## src/rtl/blx_pkg.sv

```systemverilog
// ----------------------------------------------------------------------------
// blx_pkg: shared types, constants and helpers of the layer expansion blit
// Register indexes, the per-byte job passed from front to back, dimension
// clamping, layer centring and colour rounding.
// ----------------------------------------------------------------------------
package blx_pkg;

	localparam int MaxDim = 1024;
	localparam int DimW   = 11;
	localparam int XW     = 10;
	localparam int IdxW   = 20;
	localparam int Lanes  = 8;
	localparam int LaneW  = 3;
	localparam int LevelW = 16;
	localparam int ChanW  = 8;

	typedef logic [2:0] cfg_idx_t;

	localparam cfg_idx_t CFG_FRAME_WIDTH  = 3'd0;
	localparam cfg_idx_t CFG_FRAME_HEIGHT = 3'd1;
	localparam cfg_idx_t CFG_LAYER_WIDTH  = 3'd2;
	localparam cfg_idx_t CFG_LAYER_HEIGHT = 3'd3;
	localparam cfg_idx_t CFG_RED_LEVEL    = 3'd4;
	localparam cfg_idx_t CFG_GREEN_LEVEL  = 3'd5;
	localparam cfg_idx_t CFG_BLUE_LEVEL   = 3'd6;

	// Clamped frame and layer dimensions.
	typedef struct packed {
		logic [DimW-1:0] frame_width;
		logic [DimW-1:0] frame_height;
		logic [DimW-1:0] layer_width;
		logic [DimW-1:0] layer_height;
	} dims_t;

	// One byte's worth of pixel writes: which lanes write, the row start
	// index and the frame column of each lane.
	typedef struct packed {
		logic [Lanes-1:0]         mask;
		logic [IdxW-1:0]          row_base;
		logic [Lanes-1:0][XW-1:0] xcol;
	} job_t;

	function automatic logic [DimW-1:0] clamp_dim(input logic [DimW-1:0] v);
		return (v > DimW'(MaxDim)) ? DimW'(MaxDim) : v;
	endfunction

	// (level*255 + 32767) / 65535, division by 65535 done as
	// (v + (v >> 16) + 1) >> 16, exact for the range of v here.
	function automatic logic [ChanW-1:0] round_level(input logic [LevelW-1:0] lvl);
		logic [23:0] v;
		logic [24:0] s;
		v = ({8'd0, lvl} << 8) - {8'd0, lvl} + 24'd32767;
		s = {1'b0, v} + {17'd0, v[23:16]} + 25'd1;
		return s[23:16];
	endfunction

	// (2*t - lsize + fsize) / 2 with truncation toward zero.
	function automatic logic signed [11:0] centre(input logic [DimW-1:0] t,
		input logic [DimW-1:0] lsize, input logic [DimW-1:0] fsize);
		logic signed [12:0] num;
		logic signed [12:0] half;
		num  = $signed({1'b0, t, 1'b0}) - $signed({2'b00, lsize})
			+ $signed({2'b00, fsize});
		if (num[12]) begin
			half = (num + 13'sd1) >>> 1;
		end else begin
			half = num >>> 1;
		end
		return half[11:0];
	endfunction

	// Coordinate lies inside [0, size).
	function automatic logic in_range(input logic signed [11:0] c,
		input logic [DimW-1:0] size);
		return !c[11] && (c[10:0] < size);
	endfunction

endpackage

```

## src/rtl/blx_front.sv

```systemverilog
// ----------------------------------------------------------------------------
// blx_front: byte intake and classification
// Tracks layer column and row, works out which bits of a byte give in-frame
// writes and their frame coordinates, and queues a job for the back end.
// ----------------------------------------------------------------------------
module blx_front (
	input  logic                clk,
	input  logic                arst_n,
	input  blx_pkg::dims_t      dims,
	input  logic                restart,
	input  logic                in_valid,
	output logic                in_ready,
	input  logic [7:0]          bitmap_byte,
	output logic                push,
	output blx_pkg::job_t       job,
	input  logic                full
);

	logic [blx_pkg::XW-1:0]   col_base_q;
	logic [blx_pkg::DimW-1:0] row_q;
	logic                     accept;
	logic                     active;
	logic signed [11:0]       ypos;
	logic                     y_ok;
	logic [20:0]              row_prod;
	logic [blx_pkg::DimW-1:0] col_next;

	assign in_ready = !full;
	assign accept   = in_valid && in_ready;
	assign active   = row_q < dims.layer_height;

	assign ypos     = blx_pkg::centre(row_q, dims.layer_height, dims.frame_height);
	assign y_ok     = blx_pkg::in_range(ypos, dims.frame_height);
	assign row_prod = {11'd0, ypos[9:0]} * {10'd0, dims.frame_width};

	always_comb begin
		logic [blx_pkg::DimW-1:0] col;
		logic signed [11:0]       xpos;
		job.row_base = row_prod[blx_pkg::IdxW-1:0];
		for (int k = 0; k < blx_pkg::Lanes; k++) begin
			col = {1'b0, col_base_q} + blx_pkg::DimW'(k);
			xpos = blx_pkg::centre(col, dims.layer_width, dims.frame_width);
			job.mask[k] = bitmap_byte[k] && (col < dims.layer_width) && y_ok
				&& blx_pkg::in_range(xpos, dims.frame_width);
			job.xcol[k] = xpos[blx_pkg::XW-1:0];
		end
	end

	assign push     = accept && active && (|job.mask);
	assign col_next = {1'b0, col_base_q} + blx_pkg::DimW'(blx_pkg::Lanes);

	always_ff @(posedge clk or negedge arst_n) begin
		if (!arst_n) begin
			col_base_q <= '0;
			row_q      <= '0;
		end else if (restart) begin
			col_base_q <= '0;
			row_q      <= '0;
		end else if (accept && active) begin
			if (col_next >= dims.layer_width) begin
				col_base_q <= '0;
				row_q      <= row_q + 11'd1;
			end else begin
				col_base_q <= col_next[blx_pkg::XW-1:0];
			end
		end
	end

endmodule

```

## src/rtl/blx_fifo.sv

```systemverilog
// ----------------------------------------------------------------------------
// blx_fifo: two-entry job queue
// Decouples byte intake from pixel emission.
// ----------------------------------------------------------------------------
module blx_fifo (
	input  logic          clk,
	input  logic          arst_n,
	input  logic          push,
	input  blx_pkg::job_t wr_job,
	output logic          full,
	input  logic          pop,
	output blx_pkg::job_t rd_job,
	output logic          empty
);

	blx_pkg::job_t mem_q [2];
	logic          wr_ptr_q;
	logic          rd_ptr_q;
	logic [1:0]    count_q;

	assign full   = count_q == 2'd2;
	assign empty  = count_q == 2'd0;
	assign rd_job = mem_q[rd_ptr_q];

	always_ff @(posedge clk) begin
		if (push) begin
			mem_q[wr_ptr_q] <= wr_job;
		end
	end

	always_ff @(posedge clk or negedge arst_n) begin
		if (!arst_n) begin
			wr_ptr_q <= 1'b0;
			rd_ptr_q <= 1'b0;
			count_q  <= '0;
		end else begin
			if (push) begin
				wr_ptr_q <= !wr_ptr_q;
			end
			if (pop) begin
				rd_ptr_q <= !rd_ptr_q;
			end
			if (push && !pop) begin
				count_q <= count_q + 2'd1;
			end else if (pop && !push) begin
				count_q <= count_q - 2'd1;
			end
		end
	end

endmodule

```

## src/rtl/blx_back.sv

```systemverilog
// ----------------------------------------------------------------------------
// blx_back: pixel write emission
// Walks the set lanes of the current job lowest first, one write per cycle
// while the output is not stalled, into a registered output beat.
// ----------------------------------------------------------------------------
module blx_back (
	input  logic                    clk,
	input  logic                    arst_n,
	input  blx_pkg::job_t           head,
	input  logic                    empty,
	output logic                    pop,
	output logic                    out_valid,
	input  logic                    out_ready,
	output logic [blx_pkg::IdxW-1:0] pixel_index,
	output logic                    last_of_byte
);

	blx_pkg::job_t                cur_q;
	logic [blx_pkg::Lanes-1:0]    rem_q;
	logic                         out_valid_q;
	logic [blx_pkg::IdxW-1:0]     index_q;
	logic                         last_q;
	logic                         busy;
	logic                         adv;
	logic                         fire;
	logic [blx_pkg::LaneW-1:0]    sel;
	logic [blx_pkg::Lanes-1:0]    rem_clr;

	assign busy    = |rem_q;
	assign adv     = !out_valid_q || out_ready;
	assign fire    = busy && adv;
	assign rem_clr = rem_q & (rem_q - 8'd1);
	assign pop     = !empty && (!busy || (fire && (rem_clr == '0)));

	// Lowest set lane.
	always_comb begin
		sel = '0;
		for (int k = blx_pkg::Lanes - 1; k >= 0; k--) begin
			if (rem_q[k]) begin
				sel = blx_pkg::LaneW'(k);
			end
		end
	end

	always_ff @(posedge clk) begin
		if (pop) begin
			cur_q <= head;
		end
		if (fire) begin
			index_q <= cur_q.row_base + {10'd0, cur_q.xcol[sel]};
			last_q  <= rem_clr == '0;
		end
	end

	always_ff @(posedge clk or negedge arst_n) begin
		if (!arst_n) begin
			rem_q       <= '0;
			out_valid_q <= 1'b0;
		end else begin
			if (pop) begin
				rem_q <= head.mask;
			end else if (fire) begin
				rem_q <= rem_clr;
			end
			if (fire) begin
				out_valid_q <= 1'b1;
			end else if (out_ready) begin
				out_valid_q <= 1'b0;
			end
		end
	end

	assign out_valid    = out_valid_q;
	assign pixel_index  = index_q;
	assign last_of_byte = last_q;

endmodule

```

## src/rtl/bitmap_layer_expand_blit.sv

```systemverilog
// ----------------------------------------------------------------------------
// bitmap_layer_expand_blit: monochrome layer to colour pixel writes
// Expands a 1-bit-per-pixel layer bitmap, centred in the frame, into
// rounded-colour pixel writes.
// ----------------------------------------------------------------------------
// The layer arrives one byte per input beat, bit 0 leftmost, each row padded
// to whole bytes. Every set bit that lands inside the frame gives one output
// beat carrying the linear frame index and the layer colour rounded to 8 bits
// per channel; last_of_byte marks the final write of a byte. A byte with no
// in-frame writes is absorbed with no output beat, and the intake takes a
// byte every cycle while its two-entry job queue has room. The emitter
// produces one write per cycle while the output is not stalled, up to 8
// writes per byte. A taken byte's job is written into the job queue, loaded
// from there into the emitter and then registered into the output beat.
// Any write to a listed register restarts the layer at its first row and
// column; bytes past the last row are dropped. Write registers only while
// idle.
// ----------------------------------------------------------------------------
module bitmap_layer_expand_blit (
	input  logic                      clk,
	input  logic                      arst_n,
	input  logic                      cfg_we,
	input  blx_pkg::cfg_idx_t         cfg_index,
	input  logic [blx_pkg::LevelW-1:0] cfg_wdata,
	input  logic                      in_valid,
	output logic                      in_ready,
	input  logic [7:0]                bitmap_byte,
	output logic                      out_valid,
	input  logic                      out_ready,
	output logic [blx_pkg::IdxW-1:0]  pixel_index,
	output logic [blx_pkg::ChanW-1:0] red_out,
	output logic [blx_pkg::ChanW-1:0] green_out,
	output logic [blx_pkg::ChanW-1:0] blue_out,
	output logic                      last_of_byte
);

	blx_pkg::dims_t            dims_q;
	logic [blx_pkg::ChanW-1:0] red_q;
	logic [blx_pkg::ChanW-1:0] green_q;
	logic [blx_pkg::ChanW-1:0] blue_q;
	logic [blx_pkg::DimW-1:0]  wdim;
	logic                      restart;
	logic                      push;
	logic                      pop;
	logic                      full;
	logic                      empty;
	blx_pkg::job_t             wr_job;
	blx_pkg::job_t             rd_job;

	// Dimensions are stored already clamped; colours are stored already rounded.
	assign wdim    = blx_pkg::clamp_dim(cfg_wdata[blx_pkg::DimW-1:0]);
	assign restart = cfg_we && (cfg_index inside
		{[blx_pkg::CFG_FRAME_WIDTH:blx_pkg::CFG_BLUE_LEVEL]});

	always_ff @(posedge clk or negedge arst_n) begin
		if (!arst_n) begin
			dims_q.frame_width  <= 11'd640;
			dims_q.frame_height <= 11'd480;
			dims_q.layer_width  <= 11'd8;
			dims_q.layer_height <= 11'd8;
			red_q               <= 8'd255;
			green_q             <= 8'd255;
			blue_q              <= 8'd255;
		end else if (cfg_we) begin
			case (cfg_index)
				blx_pkg::CFG_FRAME_WIDTH:  dims_q.frame_width  <= wdim;
				blx_pkg::CFG_FRAME_HEIGHT: dims_q.frame_height <= wdim;
				blx_pkg::CFG_LAYER_WIDTH:  dims_q.layer_width  <= wdim;
				blx_pkg::CFG_LAYER_HEIGHT: dims_q.layer_height <= wdim;
				blx_pkg::CFG_RED_LEVEL:    red_q   <= blx_pkg::round_level(cfg_wdata);
				blx_pkg::CFG_GREEN_LEVEL:  green_q <= blx_pkg::round_level(cfg_wdata);
				blx_pkg::CFG_BLUE_LEVEL:   blue_q  <= blx_pkg::round_level(cfg_wdata);
				default: begin
				end
			endcase
		end
	end

	// Intake: classify the byte and queue its writes.
	blx_front u_front (
		.clk         (clk),
		.arst_n      (arst_n),
		.dims        (dims_q),
		.restart     (restart),
		.in_valid    (in_valid),
		.in_ready    (in_ready),
		.bitmap_byte (bitmap_byte),
		.push        (push),
		.job         (wr_job),
		.full        (full)
	);

	blx_fifo u_fifo (
		.clk    (clk),
		.arst_n (arst_n),
		.push   (push),
		.wr_job (wr_job),
		.full   (full),
		.pop    (pop),
		.rd_job (rd_job),
		.empty  (empty)
	);

	// Emission: one write beat per cycle while the output is not stalled.
	blx_back u_back (
		.clk          (clk),
		.arst_n       (arst_n),
		.head         (rd_job),
		.empty        (empty),
		.pop          (pop),
		.out_valid    (out_valid),
		.out_ready    (out_ready),
		.pixel_index  (pixel_index),
		.last_of_byte (last_of_byte)
	);

	// User must change colour only while idle (unenforced); fed from registers.
	assign red_out   = red_q;
	assign green_out = green_q;
	assign blue_out  = blue_q;

endmodule

```

## config.mk

```make
export PLATFORM = sky130hd
export DESIGN_NAME = bitmap_layer_expand_blit
export DESIGN_NICKNAME = d
export VERILOG_FILES = /design/src/rtl/blx_pkg.sv /design/src/rtl/blx_front.sv /design/src/rtl/blx_fifo.sv /design/src/rtl/blx_back.sv /design/src/rtl/bitmap_layer_expand_blit.sv
export SDC_FILE = /design/constraint.sdc
export NUM_CORES = 1
export LEC_CHECK = 0
export ABC_AREA = 1
export BUFFER_PORTS_ARGS = -buffer_cell sky130_fd_sc_hd__buf_4
export CORE_ASPECT_RATIO = 1.2
export CORE_UTILIZATION = 58
export DETAILED_ROUTE_END_ITERATION = 10
export GPL_TIMING_DRIVEN = 0
export PLACE_DENSITY = 0.78
export SYNTH_ARGS = -nofsm -noshare
export SYNTH_HDL_FRONTEND = slang
export SYNTH_HIERARCHICAL = 1
export SYNTH_SLANG_ARGS = --single-unit
```

## constraint.sdc

```tcl
create_clock -name clk -period 9.2 [get_ports clk]
set_clock_uncertainty 0.1 [all_clocks]
set_input_delay 0.46 -clock clk [delete_from_list [all_inputs] [get_ports clk]]
set_output_delay 0.46 -clock clk [all_outputs]
set_load 0.02 [all_outputs]
```

==> results.txt <==
Of the total synthesized cell area, the portion taken by AND, OR, NAND and NOR gates is 22.1%. The last weighted congestion value of the routability-driven placer came out at 0.997. The number of nets in the final layout is 4443. After synthesis, the share of flip-flops with an asynchronous set or reset is 22.7%. The signal arrival time at the worst endpoint is 8.71 ns. The delay of the slowest cell on the worst path came out at 0.71 ns. In this run the remaining antenna-violating nets after routing total 0. The mean instance size in the synthesized netlist is 8.64 um2. The routed wirelength normalized by instance count came out at 18.8 um.

The initial antenna violation count was 0. The routed design has ~90 mm of wire. For this run, the detailed router's first-pass iteration total came to 8. The worst slack after detailed placement is 0.817 ns.

The floorplan die width came out at between 200 and 250 um. Summed over its instances, the top area cell type makes up a little under a third of the synthesized netlist area. The clock-pin slew on the worst setup and hold paths is 0.06 ns.

The largest individual stage delay along the critical path comes from the cell sky130_fd_sc_hd__xor2_1. The fraction of final layout cells with drive strength greater than 1 is 10.0%. The core outline area came out at 56500 um2. The floorplan die area came out at 58500 um2.

The final period demand of the worst path came out at 8.48 ns. Compared with the post-synthesis result, the final layout area differs by 9.51%. At the pin with the least slew margin, the transition time is 1.27 ns.

The top-level I/O count is 79. The number of warnings printed during yosys synthesis came out at 6. The total setup buffers inserted after CTS came out at 0. The headroom to the max-slew limit came out at 15.6%. The first global-routing pass estimated 140 mm of wire. Summing all placed instances gives a cell area of 35100 um2. Summed over all instances, the cell type with the most area after synthesis is sky130_fd_sc_hd__edfxtp_1. After the first detailed-routing iteration, the DRC count stood at 1983. The top fanout value on the critical path is 9. Counting every sink on the clock net gives around 440. The final hold slack came out at 0.101 ns.

Setup repair after global routing left no endpoint under its margin. On the critical path the largest part of the delay comes from adder cells. The number of placement rows came out at 95. The remaining design rule violation count is 0. The worst hold path cell count is 2. The floorplan step set the die height to approximately 260 um.

The class of the tightest hold or removal check is input pin to register. The worst setup path is of the register to register kind. The buffer cell driving the clock tree root is sky130_fd_sc_hd__clkbuf_16.

The synthesized netlist devotes 17.7% of its cell area to adder and majority cells. The number of flops mapped to enable cells by yosys is between 300 and 400. In the post-synthesis netlist, the biggest area contributors are sky130_fd_sc_hd__edfxtp_1 (30%), sky130_fd_sc_hd__ha_1 (12%), sky130_fd_sc_hd__nand2_1 (10%). The number of hold violations in the final report is 0. The via count of the first global-routing pass is around 26000. STA classifies the critical path startpoint as a register. The cell area after synthesis came out at ~33000 um2. The number of register bits inferred by synthesis is 436. The detailed-route via count came out at between 20000 and 30000.

The max-cap violation count came out at 0. The post-CTS resize count came out at 0. Summing the areas of all compound-gate instances in the mapped netlist gives 6.77% of the synthesized area. Setup violations remaining at the end of the flow were counted as 0. The number of buffers created by CTS is 43. The final worst slack came out at 0.719 ns. The share of synthesized area occupied by flip-flops and latches came out at a little under two fifths. The number of logic stages on the critical path including buffering is 33.

In this run the register-to-register setup slack is 0.72 ns. The cell that appears most often on the critical path is sky130_fd_sc_hd__fa_1. The period utilization is 92.2%. The multiplexer share of the synthesized area came out at under 10%. Detailed placement finished with a half-perimeter wire length of 71.0 mm.

The total inserted antenna cells is 0. The critical path ends at u_fifo/mem_q[1][95]$_DFFE_PP_. Summed over all failing endpoints, the final setup total negative slack is 0 ns. The post-synthesis xor/xnor area fraction is 4.29%. The startpoint identified for the worst register-to-register timing path is dims_q[1]$_DFFE_PN0P_. The most critical setup path has its startpoint at dims_q[1]$_DFFE_PN0P_. By area, the combinational part of the netlist is dominated by simple AND/OR/NAND/NOR gates.

The count of hold-fix buffers inserted at cts came out at 0. The run finished with clean final reports. The worst register-to-register path ends at u_fifo/mem_q[1][95]$_DFFE_PP_. The required time of the critical path came out at 9.43 ns. The worst-case clock buffer depth came out at 3. The post-synthesis instance total came out at 3864.

The finished cells cover 36600 um2. The total global routing track utilization is a little under a third. The count of cells along the worst register-to-register path came out at 33.

The pin count of the biggest net entering global routing is 100. The total overflow left after global routing is 0. The most used flip-flop cell after synthesis is sky130_fd_sc_hd__edfxtp_1. TritonCTS built the clock tree. The endpoint kind of the worst setup timing path is a register.

The number of buffer cells added on primary ports came out at 78. The routed via count divided by cell count came out at 5.70. The number of slew-limit violations in the final report is 0. The buffer and inverter count on the worst path came out at 7. The H-tree level count came out at 2. The clock reaches the later pin of the worst-skew pair after 0.59 ns. The highest attainable clock frequency is 0.118 GHz.

The netlist uses 69 different library cells. The initial utilization of the core area, before any placement, comes to 59.1%.
sequential cells by signal (all words and copies together) (netlist names), 11 cells and up:
register,flops
u_fifo/mem_q,216
u_back/cur_q,100
dims_q,44
u_back/pixel_index,20
u_front/row_q,11
how the worst min path moves through the flow:
stage                        startpoint                           to  slack, ns
2_1_floorplan                    arst_n        dims_q[0]$_DFFE_PN0P_       0.06
3_3_place_gp     red_out[2]$_DFFE_PN1P_       red_out[2]$_DFFE_PN1P_       0.35
3_5_place_dp   green_out[5]$_DFFE_PN1P_     green_out[5]$_DFFE_PN1P_       0.36
4_1_cts                          arst_n  u_back/rem_q[2]$_DFFE_PN0P_       0.07
5_1_grt                    cfg_wdata[0]       dims_q[33]$_DFFE_PN0P_       0.11
6_report                   cfg_wdata[0]       dims_q[22]$_DFFE_PN0P_       0.10
layout make-up:
cell class / count / area, um2
buffer: 60 / 314
clock buffer: 47 / 1090
clock inverter: 33 / 330
fill: 4676 / 19900
inverter: 579 / 2180
multi-input combinational: 2791 / 18300
sequential: 436 / 12600
tap: 727 / 910
timing repair buffer: 88 / 817
stage by stage:
stage,std cells,utilization [%]
after global routing,4761,64.7
after detailed placement,4679,62.1
after global placement,4671,61.8
after floorplan,3866,-
final,4761,64.7
after CTS,4759,64.7
synth_stat cells (16+ instances only):
| master | instances |
|---|---|
| sky130_fd_sc_hd__nand3_1 | 339 |
| sky130_fd_sc_hd__dfrtp_1 | 67 |
| sky130_fd_sc_hd__o21ai_0 | 109 |
| sky130_fd_sc_hd__nor3_1 | 54 |
| sky130_fd_sc_hd__nor2_1 | 278 |
| sky130_fd_sc_hd__buf_2 | 22 |
| sky130_fd_sc_hd__xnor2_1 | 29 |
| sky130_fd_sc_hd__nand2_1 | 910 |
| sky130_fd_sc_hd__edfxtp_1 | 337 |
| sky130_fd_sc_hd__inv_1 | 562 |
| sky130_fd_sc_hd__a21oi_1 | 174 |
| sky130_fd_sc_hd__mux2_2 | 98 |
| sky130_fd_sc_hd__clkbuf_1 | 23 |
| sky130_fd_sc_hd__nand4_1 | 48 |
| sky130_fd_sc_hd__xor2_1 | 124 |
| sky130_fd_sc_hd__dfstp_2 | 32 |
| sky130_fd_sc_hd__fa_1 | 101 |
| sky130_fd_sc_hd__o21bai_1 | 17 |
| sky130_fd_sc_hd__nand2_2 | 16 |
| sky130_fd_sc_hd__ha_1 | 311 |
layer usage:
layer	track usage, %	up-vias	wire, um
li1	-	13100	-
met1	37.2	12700	35800
met2	52.0	992	42000
met3	3.33	287	5410
met4	20.6	0	6470
met5	0	-	0
cells in the final DEF (no fill, tap or decap), types with 12 or more instances in the layout:
cell type                   Yosys  routed
sky130_fd_sc_hd__nor4_1        14      14
sky130_fd_sc_hd__clkbuf_1      23      27
sky130_fd_sc_hd__inv_2         12      12
sky130_fd_sc_hd__buf_4          6      83
sky130_fd_sc_hd__nand3b_1      13      13
sky130_fd_sc_hd__nand2_2       16      16
sky130_fd_sc_hd__a21oi_1      174     174
sky130_fd_sc_hd__o21bai_1      17      17
sky130_fd_sc_hd__a31oi_1       13      13
sky130_fd_sc_hd__fa_1         101     101
sky130_fd_sc_hd__nor3_1        54      54
sky130_fd_sc_hd__xnor2_1       29      29
sky130_fd_sc_hd__nand2_1      910     910
sky130_fd_sc_hd__nand4_1       48      48
sky130_fd_sc_hd__mux2_2        98      98
sky130_fd_sc_hd__clkbuf_16      0      43
sky130_fd_sc_hd__clkinv_1       5      13
sky130_fd_sc_hd__dfstp_2       32      32
sky130_fd_sc_hd__edfxtp_1     337     337
sky130_fd_sc_hd__o211ai_1      14      14
sky130_fd_sc_hd__buf_2         22      22
sky130_fd_sc_hd__o21ai_0      109     109
sky130_fd_sc_hd__dfrtp_1       67      67
sky130_fd_sc_hd__nor2_1       278     277
sky130_fd_sc_hd__inv_1        562     561
sky130_fd_sc_hd__ha_1         311     311
sky130_fd_sc_hd__xor2_1       124     124
sky130_fd_sc_hd__nand3_1      339     339
kinds of logic (layout without fill, tap and decap cells):
family | count (synthesis) | after routing
other | 2 | 4
adder cells (fa/ha/maj) | 412 | 412
flip-flops | 436 | 436
multiplexers | 108 | 108
AO/OA/AOI/OAI | 390 | 390
buffers and inverters | 639 | 807
AND/OR/NAND/NOR | 1719 | 1719
XOR/XNOR | 158 | 158
Power is left out: the tool's default activity adds up to more than one toggle a clock period on the data nets, which glitch-free logic cannot reach.
